--- src/tmlc_pkg.sv ---
// Shared constants, types and the level classification function of the classifier.
package tmlc_pkg;

  localparam int unsigned SampleCount = 10;
  localparam int unsigned IdxW        = $clog2(SampleCount);
  localparam int unsigned SampleW     = 16;
  localparam int unsigned TrimLo      = 2;
  localparam int unsigned TrimHi      = 7;
  localparam int unsigned TrimN       = TrimHi - TrimLo + 1;
  localparam int unsigned RaW         = $clog2(TrimHi + 2);
  localparam int unsigned SumW        = $clog2(TrimN * ((1 << SampleW) - 1) + 1);

  // Division by six as a multiplication by ceil(2^20 / 6); exact for sums below 2^19.
  localparam int unsigned RecipShift  = 20;
  localparam int unsigned RecipW      = 18;
  localparam logic [RecipW-1:0] Recip = RecipW'(((1 << RecipShift) + TrimN - 1) / TrimN);
  localparam int unsigned ProdW       = SumW + RecipW;

  localparam int unsigned CodeW       = 5;
  localparam int unsigned AddrW       = 5;
  localparam int unsigned DataW       = 32;

  localparam logic [CodeW-1:0] LevelFull = 5'd16;
  localparam logic [CodeW-1:0] Level5    = 5'd5;
  localparam logic [CodeW-1:0] Level4    = 5'd4;
  localparam logic [CodeW-1:0] Level3    = 5'd3;
  localparam logic [CodeW-1:0] Level2    = 5'd2;
  localparam logic [CodeW-1:0] Level1    = 5'd1;

  typedef enum logic [2:0] {
    RegFull   = 3'd0,
    RegLevel5 = 3'd1,
    RegLevel4 = 3'd2,
    RegLevel3 = 3'd3,
    RegLevel2 = 3'd4
  } reg_idx_e;

  typedef struct packed {
    logic [SampleW-1:0] full;
    logic [SampleW-1:0] lvl5;
    logic [SampleW-1:0] lvl4;
    logic [SampleW-1:0] lvl3;
    logic [SampleW-1:0] lvl2;
  } thr_t;

  // The first threshold that the mean exceeds, tested from full down to level 2, decides the code.
  function automatic logic [CodeW-1:0] classify(logic [SampleW-1:0] mean, thr_t thr);
    logic [CodeW-1:0] code;
    priority if (mean > thr.full) begin
      code = LevelFull;
    end else if (mean > thr.lvl5) begin
      code = Level5;
    end else if (mean > thr.lvl4) begin
      code = Level4;
    end else if (mean > thr.lvl3) begin
      code = Level3;
    end else if (mean > thr.lvl2) begin
      code = Level2;
    end else begin
      code = Level1;
    end
    return code;
  endfunction

endpackage

--- src/tmlc_ram.sv ---
// Generic single-port-write, single-port-read RAM with a registered read.
module tmlc_ram #(
  parameter int unsigned Depth = 10,
  parameter int unsigned Width = 16
) (
  input  logic                     clk_i,
  input  logic                     we_i,
  input  logic [$clog2(Depth)-1:0] waddr_i,
  input  logic [Width-1:0]         wdata_i,
  input  logic [$clog2(Depth)-1:0] raddr_i,
  output logic [Width-1:0]         rdata_o
);

  logic [Width-1:0] mem [Depth];
  logic [Width-1:0] rdata_q;

  always_ff @(posedge clk_i) begin
    if (we_i) begin
      mem[waddr_i] <= wdata_i;
    end
    rdata_q <= mem[raddr_i];
  end

  assign rdata_o = rdata_q;

endmodule

--- src/tmlc_regs.sv ---
// APB register bank holding the five level thresholds.
module tmlc_regs (
  input  logic                        clk_i,
  input  logic                        rst_ni,
  input  logic                        psel,
  input  logic                        penable,
  input  logic                        pwrite,
  input  logic [tmlc_pkg::AddrW-1:0]  paddr,
  input  logic [tmlc_pkg::DataW-1:0]  pwdata,
  output logic [tmlc_pkg::DataW-1:0]  prdata,
  output logic                        pready,
  output tmlc_pkg::thr_t              thr_o
);
  import tmlc_pkg::*;

  thr_t     thr_q;
  reg_idx_e idx;
  logic     wr_en;

  assign pready = 1'b1;
  assign idx    = reg_idx_e'(paddr[AddrW-1:2]);
  assign wr_en  = psel && penable && pwrite && pready;

  always_ff @(posedge clk_i or negedge rst_ni) begin
    if (!rst_ni) begin
      thr_q.full <= 16'd31851;
      thr_q.lvl5 <= 16'd31434;
      thr_q.lvl4 <= 16'd30879;
      thr_q.lvl3 <= 16'd30212;
      thr_q.lvl2 <= 16'd28879;
    end else if (wr_en) begin
      unique case (idx)
        RegFull:   thr_q.full <= pwdata[SampleW-1:0];
        RegLevel5: thr_q.lvl5 <= pwdata[SampleW-1:0];
        RegLevel4: thr_q.lvl4 <= pwdata[SampleW-1:0];
        RegLevel3: thr_q.lvl3 <= pwdata[SampleW-1:0];
        RegLevel2: thr_q.lvl2 <= pwdata[SampleW-1:0];
        default: ;
      endcase
    end
  end

  always_comb begin
    unique case (idx)
      RegFull:   prdata = DataW'(thr_q.full);
      RegLevel5: prdata = DataW'(thr_q.lvl5);
      RegLevel4: prdata = DataW'(thr_q.lvl4);
      RegLevel3: prdata = DataW'(thr_q.lvl3);
      RegLevel2: prdata = DataW'(thr_q.lvl2);
      default:   prdata = '0;
    endcase
  end

  assign thr_o = thr_q;

endmodule

--- src/trimmed_mean_level_classifier.sv ---
// Top level of the trimmed-mean battery level classifier.
//
// Raw 16-bit converter readings arrive as requests on the slave stream. The
// block collects them in batches of ten and keeps the batch in a small RAM in
// ascending order, inserting each new reading by shifting larger entries up
// one place per cycle. A reading is accepted, then walks down past each larger
// entry over the RAM's single read port and is written where it lands; no new
// reading is accepted until that write. The tenth reading of a batch is
// followed by a pass that reads sorted positions two through seven and sums
// them, a reciprocal multiply for the division by six and the load of the
// output register. One result request per batch leaves on the master stream:
// level code in the low bits, the mean above it. The output register separates
// the two sides: new readings are accepted while a result waits. Only when a
// batch completes while the previous result is still unclaimed does the block
// hold in its final step until the receiver takes it. Reset empties the batch,
// drops any pending result and restores the default thresholds; the RAM
// contents are not cleared. The user must write thresholds over the APB port
// only while the block is idle; the block itself does not enforce this.
module trimmed_mean_level_classifier (
  input  logic                        clk_i,
  input  logic                        rst_ni,
  // Slave stream. tdata: [15:0] raw_sample.
  input  logic                        s_axis_tvalid_i,
  output logic                        s_axis_tready_o,
  input  logic [15:0]                 s_axis_tdata_i,
  // Master stream. tdata: [4:0] level_code, [20:5] trimmed_mean, [23:21] zero.
  output logic                        m_axis_tvalid_o,
  input  logic                        m_axis_tready_i,
  output logic [23:0]                 m_axis_tdata_o,
  // Configuration port.
  input  logic                        psel,
  input  logic                        penable,
  input  logic                        pwrite,
  input  logic [tmlc_pkg::AddrW-1:0]  paddr,
  input  logic [tmlc_pkg::DataW-1:0]  pwdata,
  output logic [tmlc_pkg::DataW-1:0]  prdata,
  output logic                        pready
);
  import tmlc_pkg::*;

  typedef enum logic [2:0] {
    ST_IDLE,
    ST_INSERT,
    ST_SUM,
    ST_SCALE,
    ST_EMIT
  } state_e;

  state_e              state_q;
  logic [IdxW-1:0]     held_q;
  logic [IdxW-1:0]     pos_q;
  logic [RaW-1:0]      ra_q;
  logic                rvld_q;
  logic                out_vld_q;
  logic [SampleW-1:0]  smp_q;
  logic [SumW-1:0]     acc_q;
  logic [ProdW-1:0]    prod_q;
  logic [CodeW-1:0]    out_code_q;
  logic [SampleW-1:0]  out_mean_q;

  thr_t                thr;
  logic                in_acc;
  logic                shift;
  logic                last_smp;
  logic                emit_ok;
  logic                ram_we;
  logic [IdxW-1:0]     ram_raddr;
  logic [SampleW-1:0]  ram_wdata;
  logic [SampleW-1:0]  ram_rdata;
  logic [SampleW-1:0]  mean;

  tmlc_regs u_regs (
    .clk_i   (clk_i),
    .rst_ni  (rst_ni),
    .psel    (psel),
    .penable (penable),
    .pwrite  (pwrite),
    .paddr   (paddr),
    .pwdata  (pwdata),
    .prdata  (prdata),
    .pready  (pready),
    .thr_o   (thr)
  );

  tmlc_ram #(
    .Depth (SampleCount),
    .Width (SampleW)
  ) u_ram (
    .clk_i   (clk_i),
    .we_i    (ram_we),
    .waddr_i (pos_q),
    .wdata_i (ram_wdata),
    .raddr_i (ram_raddr),
    .rdata_o (ram_rdata)
  );

  assign s_axis_tready_o = (state_q == ST_IDLE);
  assign in_acc          = s_axis_tvalid_i && s_axis_tready_o;

  // While inserting, the read data is always the entry just below pos_q.
  // A larger entry moves up one place; otherwise the new reading lands here,
  // which also keeps equal readings in arrival order.
  assign shift     = (pos_q != '0) && (ram_rdata > smp_q);
  assign last_smp  = (held_q == IdxW'(SampleCount - 1));
  assign ram_we    = (state_q == ST_INSERT);
  assign ram_wdata = shift ? ram_rdata : smp_q;
  assign emit_ok   = !out_vld_q || m_axis_tready_i;
  assign mean      = prod_q[RecipShift +: SampleW];

  // The read address runs two entries below the write address during the
  // walk, so a read never meets a write to the same entry.
  always_comb begin
    unique case (state_q)
      ST_IDLE:   ram_raddr = held_q - IdxW'(1);
      ST_INSERT: ram_raddr = pos_q - IdxW'(2);
      ST_SUM:    ram_raddr = ra_q[IdxW-1:0];
      default:   ram_raddr = '0;
    endcase
  end

  always_ff @(posedge clk_i or negedge rst_ni) begin
    if (!rst_ni) begin
      state_q   <= ST_IDLE;
      held_q    <= '0;
      pos_q     <= '0;
      ra_q      <= '0;
      rvld_q    <= 1'b0;
      out_vld_q <= 1'b0;
    end else begin
      rvld_q <= (state_q == ST_SUM) && (ra_q <= RaW'(TrimHi));
      // A new result takes the output register as the old one leaves it.
      if ((state_q == ST_EMIT) && emit_ok) begin
        out_vld_q <= 1'b1;
      end else if (m_axis_tready_i) begin
        out_vld_q <= 1'b0;
      end
      unique case (state_q)
        ST_IDLE: begin
          if (in_acc) begin
            pos_q   <= held_q;
            state_q <= ST_INSERT;
          end
        end
        ST_INSERT: begin
          if (shift) begin
            pos_q <= pos_q - IdxW'(1);
          end else if (last_smp) begin
            held_q  <= '0;
            ra_q    <= RaW'(TrimLo);
            state_q <= ST_SUM;
          end else begin
            held_q  <= held_q + IdxW'(1);
            state_q <= ST_IDLE;
          end
        end
        ST_SUM: begin
          if (ra_q <= RaW'(TrimHi)) begin
            ra_q <= ra_q + RaW'(1);
          end else if (!rvld_q) begin
            state_q <= ST_SCALE;
          end
        end
        ST_SCALE: begin
          state_q <= ST_EMIT;
        end
        ST_EMIT: begin
          if (emit_ok) begin
            state_q <= ST_IDLE;
          end
        end
        default: state_q <= ST_IDLE;
      endcase
    end
  end

  always_ff @(posedge clk_i) begin
    if (in_acc) begin
      smp_q <= s_axis_tdata_i;
    end
    if ((state_q == ST_INSERT) && !shift && last_smp) begin
      acc_q <= '0;
    end else if (rvld_q) begin
      acc_q <= acc_q + SumW'(ram_rdata);
    end
    if (state_q == ST_SCALE) begin
      prod_q <= ProdW'(acc_q) * ProdW'(Recip);
    end
    if ((state_q == ST_EMIT) && emit_ok) begin
      out_mean_q <= mean;
      out_code_q <= classify(mean, thr);
    end
  end

  assign m_axis_tvalid_o = out_vld_q;
  assign m_axis_tdata_o  = {3'b000, out_mean_q, out_code_q};

endmodule

--- config.mk ---
export PLATFORM = sky130hd
export DESIGN_NAME = trimmed_mean_level_classifier
export DESIGN_NICKNAME = d
export VERILOG_FILES = /design/src/tmlc_pkg.sv /design/src/tmlc_ram.sv /design/src/tmlc_regs.sv /design/src/trimmed_mean_level_classifier.sv
export SDC_FILE = /design/constraint.sdc
export NUM_CORES = 1
export LEC_CHECK = 0
export ABC_AREA = 1
export BUFFER_PORTS_ARGS = -buffer_cell sky130_fd_sc_hd__buf_2
export CORE_MARGIN = 4
export CORE_UTILIZATION = 65
export DETAILED_ROUTE_END_ITERATION = 6
export PLACE_DENSITY_LB_ADDON = 0.08
export SLEW_MARGIN = 10
export SYNTH_ARGS = -nofsm -noshare
export SYNTH_HDL_FRONTEND = slang
export SYNTH_HIERARCHICAL = 1
export SYNTH_SLANG_ARGS = --single-unit
--- constraint.sdc ---
create_clock -name clk_i -period 14.34 [get_ports clk_i]
set_input_delay 1.434 -clock clk_i [delete_from_list [all_inputs] [get_ports clk_i]]
set_output_delay 1.434 -clock clk_i [all_outputs]
set_load 0.05 [all_outputs]
==> flow_summary.toml, run 1 <==
[critical_path]
cp.required_ps = 14640
cpMaxStageDelayCell = "dfxtp_1"
path_cells = "ha_1 -> xor2_1 -> ha_1 -> inv_1 -> fa_1 -> inv_1 -> fa_1 -> fa_1 -> inv_1 -> fa_1 -> inv_1 -> ha_1 -> a21oi_1 -> o21ai_0 -> a21oi_1 -> nor2_1 -> nor3_1 -> nand2_1 -> nand2_1 -> nand2_1"
crit_type = "reg2reg"
arrival_ps = 5840
cp_max_fo = 10
crit_family = "adder cells"
cp-start-kind = "flip-flop"
cp-end-kind = "flip-flop"
critPathMaxStageDelay_ps = 660
cp.buffers_inverters = 4

[cts]
hold_buffers = 0
cts_setup_buffers = 0
clkLatencyLatePin_ps = 570
cts_tree = "yes"
cts_max_level = 2
cts_root_buf = "clkbuf_16"
numClockSinks = 344
cts_resized = 0
clk_path_buf_depth = 3
clk_pin_slew_ps = 60
cts_buffers = 38

[layout]
drive_gt1_share_pct = 8.69
finalNetCount = 3395
antenna_cells = 0
syn_to_final_growth_pct = 8.28

[grt]
grtUsageTotal_pct = 30.2
gr-total-overflow = 0
grt_max_degree = 81
grt_pass1_wl_mm = 98.6
antenna_found_initial = 0
first_global_vias = 19000

[die]
fp.dieArea_um2 = 41400
die_h_um = 203
pin_count = 119
core_area_um2 = 37700
initial_core_util_pct = 65.9
core.rowCount = 71
die_x_um = 203

[synthesis]
ys_ff_latch = 344
ys_top_cells_by_area = "edfxtp_1 26%, ha_1 14%, nand2_1 9.6%, fa_1 9.1%, inv_1 8.5%"
synth_compound_area_share_pct = 7.08
muxShareOfSynthArea_pct = 0
yosysSeqAreaShare_pct = 38.5
syn_area_per_cell_um2 = 8.63
synth_edf_count = 212
netlist_area_um2 = 24800
netlist.area_leader.share_pct = 25.6
yosys.cell_types.count = 51
ys_warn_count = 6
synth_top_family_by_area = "adder cells"
synth-simple-area-share_pct = 19.0
synth_flop_cell = "edfxtp_1"
synthXorXnorAreaFrac_pct = 0.917
synth_cells = 2876
synthAdderAreaFrac_pct = 23.4
yosysTopAreaCell = "edfxtp_1"
async_flop_share_pct = 28.2

[timing]
hold_viol = 0
fmax_ghz = 0.181
slew_viol_final = 0
tightest_slew_ps = 1160
skew_ps = 28.2
max_slew_margin_pct = 22.5
min_period_over_period_pct = 38.6
setup_viol = 0
fin_setup_tns_ps = 0
layout_min_cycle_time_ps = 5540
rsz0062_at_grt = "false"

[outcome]
status = "finished, final reports clean"

[route]
drc = 0
dr.pass1.iters = 5
wirelength_mm = 61.7
dr_total_vias = 19100
wire_per_inst_um = 17.7
viasPerCell = 5.49
drt_iter0_markers = 1449
drtAntennaViolNets = 0

[job]
drv_cap = 0

[placement]
finalWeightedCongestion = 0.947
io_buffers = 79
hpwl_mm = 45.2

[min_path]
hold_class = "reg2reg"
[cell families after synthesis]
kind of cell    after synthesis
other cells                   3
fa+ha+maj                   396
compound gates              331
simple gates               1107
xor+xnor                     26
flops                       344
buf+inv                     669
[path summary, 6_finish.rpt]
| kind | startpoint | to | slack [ps] | cells past startpoint |
|---|---|---|---|---|
| hold reg to reg | u_ram/mem[9][11] | u_ram/rdata_o[11] | 450 | 2 |
| hold / removal | u_ram/mem[9][11] | u_ram/rdata_o[11] | 450 | 2 |
| max in group asynchronous | rst_ni | u_regs/thr_o[50] | 12270 | 2 |
| setup reg to reg | acc_q[1] | prod_q[31] | 8800 | 20 |
| min in group asynchronous | rst_ni | u_regs/thr_o[58] | 890 | 1 |
| setup / recovery | acc_q[1] | prod_q[31] | 8800 | 20 |
[metrics by stage]
stage / hold slack, ps / setup slack (ps) / area [um^2] / utilization [%] / cells
3_3_place_gp: 442 / 8940 / 25500 / 67.7 / 3410
6_report: 454 / 8800 / 26900 / 71.4 / 3480
3_5_place_dp: 446 / 8850 / 25500 / 67.7 / 3410
4_1_cts: 458 / 8800 / 26900 / 71.4 / 3480
2_1_floorplan: 426 / 9500 / 24900 / - / 2894
5_1_grt: 473 / 8420 / 26900 / 71.4 / 3480
[registers in the layout, indices dropped and copies added, names as in the netlist]
name and cells:
m_axis_tvalid_o 1, out_code_q 4, u_ram/rdata_o 16, held_q 4, u_regs/thr_o 80, rvld_q 1
out_mean_q 16, acc_q 19, pos_q 4, state_q 3, prod_q 16, ra_q 4
u_ram/mem 160, smp_q 16
[cell type report]
class                           count  area, um^2
Sequential cell                   344        9550
Inverter                          579        2180
Multi-Input combinational cell   1881       12600
Tap cell                          511         639
Fill cell                        2982       10800
Clock buffer                       48         998
Timing Repair Buffer               95         518
Clock inverter                     22         394
[placed cells by master, fill, tap and decap left out, types with 44 or more instances in the layout]
master	instances
o21ai_0	79
inv_1	561
buf_2	78
dfstp_2	44
o21ai_1	84
nor2_1	176
a21oi_1	131
ha_1	283
dfrtp_1	53
nand3_1	201
edfxtp_1	212
nand2_1	634
fa_1	113
[worst min-delay path, cell delays in order, from the launching register on]
cell and delay (ps):
edfxtp_1 310, o21ai_0 60, nand2_1 50
[cells in the mapped netlist, drive strengths merged, types with 2 or more instances]
cell type / count
a21boi: 2
a21o: 9
a21oi: 131
a31oi: 5
buf: 80
clkbuf: 10
conb: 3
dfrtp: 53
dfstp: 44
dfxtp: 35
edfxtp: 212
fa: 113
ha: 283
inv: 579
nand2: 641
nand3: 208
nand3b: 6
nand4: 33
nor2: 188
nor3: 17
nor4: 5
o21a: 6
o21ai: 165
o21bai: 7
o221ai: 2
o31ai: 2
or2: 6
xnor2: 8
xor2: 18
[routing by layer]
metal | wire length [um] | track usage, % | part of all wire [%] | vias to the layer above
li1 | - | - | - | 9304
met1 | 25400 | 39.8 | 41 | 8979
met2 | 29700 | 51.8 | 48 | 698
met3 | 4560 | 4.36 | 7.4 | 130
met4 | 2060 | 10.2 | 3.3 | 0
met5 | 0 | 0 | 0 | -
Power of run 1 is left out: the tool's default activity adds up to more than one toggle a clock period on the data nets, which glitch-free logic cannot reach.
==> inputs of run 2 (changes only) <==
CORE_UTILIZATION = 63   (was 65)
clock period = 5.3 ns   (was 14.34 ns; I/O delays follow)
==> flow_summary.toml, run 2 (synthesis gave the netlist of run 1 again) <==
[cts]
cts_tree = "yes"
clk_path_buf_depth = 3
cts_root_buf = "clkbuf_16"
clkLatencyLatePin_ps = 580
cts_max_level = 2
clk_pin_slew_ps = 60
numClockSinks = 344
cts_buffers = 38

[route]
drt_iter0_markers = 1306
drtAntennaViolNets = 0
wire_per_inst_um = 18.4
wirelength_mm = 64.6
wl_met3_mm = 4.53
dr.pass1.iters = 5
drt-met1-wl_mm = 26.6
dr_total_vias = 19300
viasPerCell = 5.49
top_layer = "met4"
drc = 0
wl_met2_mm = 30.9

[layout]
multi_input_area_um2 = 12700
mostFrequentLayoutCell = "nand2_1"
final_cell_count_no_fill = 3510
num-fill-cells = 3099
syn_to_final_growth_pct = 8.87
final_util_pct = 69.6
drive_gt1_share_pct = 10.0
finalNetCount = 3418
largest_reg_flops = 160
top_register = "u_ram/mem"
antenna_cells = 0
seq_area_um2 = 9560
final_cell_mix = "634 x nand2_1, 561 x inv_1, 275 x ha_1"

[critical_path]
cp_max_fo = 5
cp.required_ps = 5620
timing.rr.end = "prod_q[28]"
arrival_ps = 5380
regToRegStartpoint = "acc_q[6]"
ff2ff_path_depth = 17
cp-start-kind = "flip-flop"
reg2reg_slack_ps = 240
crit_type = "reg2reg"
cp-end-kind = "flip-flop"

[timing]
fmax_ghz = 0.198
hold_viol = 0
slew_viol_final = 0
layout_min_cycle_time_ps = 5060
fin_setup_tns_ps = 0
max_slew_margin_pct = 25.5
min_period_over_period_pct = 95.4
skew_ps = 17.1
setup_viol = 0
tightest_slew_ps = 1110

[grt]
first_global_vias = 18900
gr-total-overflow = 0
grt_max_degree = 81
grtUsageTotal_pct = 30.4
grt_pass1_wl_mm = 101
antenna_found_initial = 0

[die]
die_x_um = 207
initial_core_util_pct = 63.9
die_h_um = 207
fp.dieArea_um2 = 42600
pin_count = 119
core_area_um2 = 38800
core.rowCount = 72

[min_path]
whs_path_depth = 1
holdCritStartpoint = "s_axis_tdata_i[5]"
hold_class = "in2reg"
whs_endpoint = "smp_q[5]"

[placement]
dp.cells = 3439
finalWeightedCongestion = 0.941
io_buffers = 79
hpwl_mm = 47.7

[job]
drv_cap = 0

[outcome]
status = "finished, final reports clean"
-- run 2: metal layers --
layer	vias to the layer above	global-route usage, %
met4	0	11.8
li1	9358	-
met3	142	4.93
met2	660	50.9
met1	9114	39.8
met5	-	0
-- run 2: worst max path at each step --
stage	startpoint	endpoint	slack (ps)
4_1_cts	acc_q[8]	prod_q[34]	40
3_3_place_gp	acc_q[6]	prod_q[30]	140
6_report	acc_q[6]	prod_q[28]	240
5_1_grt	acc_q[3]	prod_q[22]	-8
3_5_place_dp	acc_q[8]	prod_q[34]	120
2_1_floorplan	acc_q[5]	prod_q[28]	460
-- run 2: final cells by class --
cell class / count / area share, %
tap: 518 / 2.40
clock inverter: 13 / 0.634
clock buffer: 57 / 4.01
timing repair buffer: 118 / 2.56
sequential: 344 / 35.4
inverter: 579 / 8.07
multi-input combinational: 1881 / 47.0
-- run 2: repair_timing --
action                                  in CTS  in global routing
endpoints found under the setup margin       0                 14
buffers inserted                             0                  0
hold buffers                                 1                  0
gates resized for setup                      0                 32
endpoints found under the hold margin        1                  0
-- run 2: per-stage QoR --
stage / hold slack, ps / instance area, um^2 / setup slack [ps]
3_5_place_dp: 445 / 25700 / 123
2_1_floorplan: 234 / 24900 / 458
4_1_cts: 99.1 / 26900 / 39.2
6_report: 128 / 27000 / 242
3_3_place_gp: 441 / 25700 / 136
5_1_grt: 107 / 27000 / -8.29
-- run 2: worst max-delay path, cell delays in order, from the launching register on --
cell     delay (ps)
dfxtp_2         360
ha_1            370
fa_1            520
inv_1            50
fa_1            520
fa_1            580
inv_1            70
fa_1            510
fa_1            500
ha_2            380
nand2_1         110
nor2_2          130
inv_2            50
nor3_2          160
nand3_1          80
or2_1           260
nand4_1          80
nand2_1          60
Power of run 2 is left out for the same reason.
==> inputs of run 3 (changes only) <==
CTS_BUF_LIST = sky130_fd_sc_hd__clkbuf_8 sky130_fd_sc_hd__clkbuf_16   (was default)
==> flow_summary.toml, run 3 (synthesis gave the netlist of run 1 again) <==
[outcome]
status = "finished, final reports clean"

[cts]
clkLatencyLatePin_ps = 580
cts_root_buf = "clkbuf_16"
clk_path_buf_depth = 3
cts_tree = "yes"
cts_setup_buffers = 0
cts_max_level = 2
numClockSinks = 344
clk_pin_slew_ps = 60
cts_buffers = 38

[die]
die_h_um = 207
core_area_um2 = 38800
pin_count = 119
die_x_um = 207
fp.dieArea_um2 = 42600
initial_core_util_pct = 63.9
core.rowCount = 72

[layout]
final_cell_count_no_fill = 3510
drive_gt1_share_pct = 10.0
largest_reg_flops = 160
final_cell_mix = "634 x nand2_1, 575 x inv_1, 275 x ha_1"
mostFrequentLayoutCell = "nand2_1"
finalNetCount = 3418
antenna_cells = 0
top_register = "u_ram/mem"
syn_to_final_growth_pct = 8.87

[min_path]
hold_class = "in2reg"
holdCritStartpoint = "s_axis_tdata_i[5]"

[timing]
skew_ps = 17.1
max_slew_margin_pct = 23.5
tightest_slew_ps = 1140
slew_viol_final = 0
fmax_ghz = 0.198
setup_viol = 0
hold_viol = 0
layout_min_cycle_time_ps = 5060
min_period_over_period_pct = 95.4

[job]
drv_cap = 0

[critical_path]
cp.required_ps = 5620
cp-startpoint = "acc_q[6]"
regToRegStartpoint = "acc_q[6]"
cp-start-kind = "flip-flop"
cp-end-kind = "flip-flop"
arrival_ps = 5380
crit_type = "reg2reg"
cp_max_fo = 5

[grt]
gr-total-overflow = 0
grt_pass1_wl_mm = 101
antenna_found_initial = 0
grtUsageTotal_pct = 30.4
grt_max_degree = 81
first_global_vias = 18900

[route]
dr.pass1.iters = 7
drtAntennaViolNets = 0
drc = 0
wirelength_mm = 64.6
drt_iter0_markers = 1322
wire_per_inst_um = 18.4
viasPerCell = 5.50
dr_total_vias = 19300

[placement]
io_buffers = 79
dp.cells = 3439
hpwl_mm = 47.7
finalWeightedCongestion = 0.941
[run 3: timing repair]
item	CTS	global route
resized for setup	0	32
hold buffers	1	0
setup endpoints to repair	0	14
endpoints found under the hold margin	1	0
[run 3: layout make-up]
class / count / area (um^2)
multi-input cells: 1881 / 12700
fillers: 3099 / 11800
flip-flops and latches: 344 / 9560
inverters: 579 / 2180
clock buffers: 43 / 1030
repair buffers: 118 / 693
well taps: 518 / 648
clock inverters: 27 / 224
[run 3: through the flow]
stage          worst slack, ps  utilization [%]  TNS (ps)  area, um^2  hold WS (ps)
2_1_floorplan              458                -         0       24900           234
3_3_place_gp               136             66.1         0       25700           441
3_5_place_dp               123             66.1         0       25700           445
4_1_cts                   39.2             69.4         0       26900          99.1
5_1_grt                  -8.29             69.6     -15.4       27000           107
6_report                   242             69.6         0       27000           125
[run 3: worst paths after layout]
kind / to / slack [ps] / depth (start not counted)
max: prod_q[28] / 240 / 17
min: smp_q[5] / 130 / 1
max reg2reg: prod_q[28] / 240 / 17
min reg2reg: u_ram/rdata_o[8] / 450 / 2
max in group asynchronous: pos_q[3] / 3630 / 3
min in group asynchronous: u_regs/thr_o[17] / 550 / 2
[run 3: critical path, stage by stage (launching register included)]
cell and delay, ps:
dfxtp_2 360, ha_1 370, fa_1 520, inv_1 50
fa_1 520, fa_1 580, inv_1 70, fa_1 510
fa_1 500, ha_2 380, nand2_1 110, nor2_2 130
inv_2 50, nor3_2 160, nand3_1 80, or2_1 260
nand4_1 80, nand2_1 60
[run 3: routing by layer]
layer / routed length, um / GRT usage, % / vias up
met5: 0 / 0 / -
met2: 30900 / 50.9 / 701
met3: 4670 / 4.93 / 141
met1: 26500 / 39.8 / 9114
li1: - / - / 9360
met4: 2530 / 11.8 / 0
Power of run 3 is left out for the same reason.
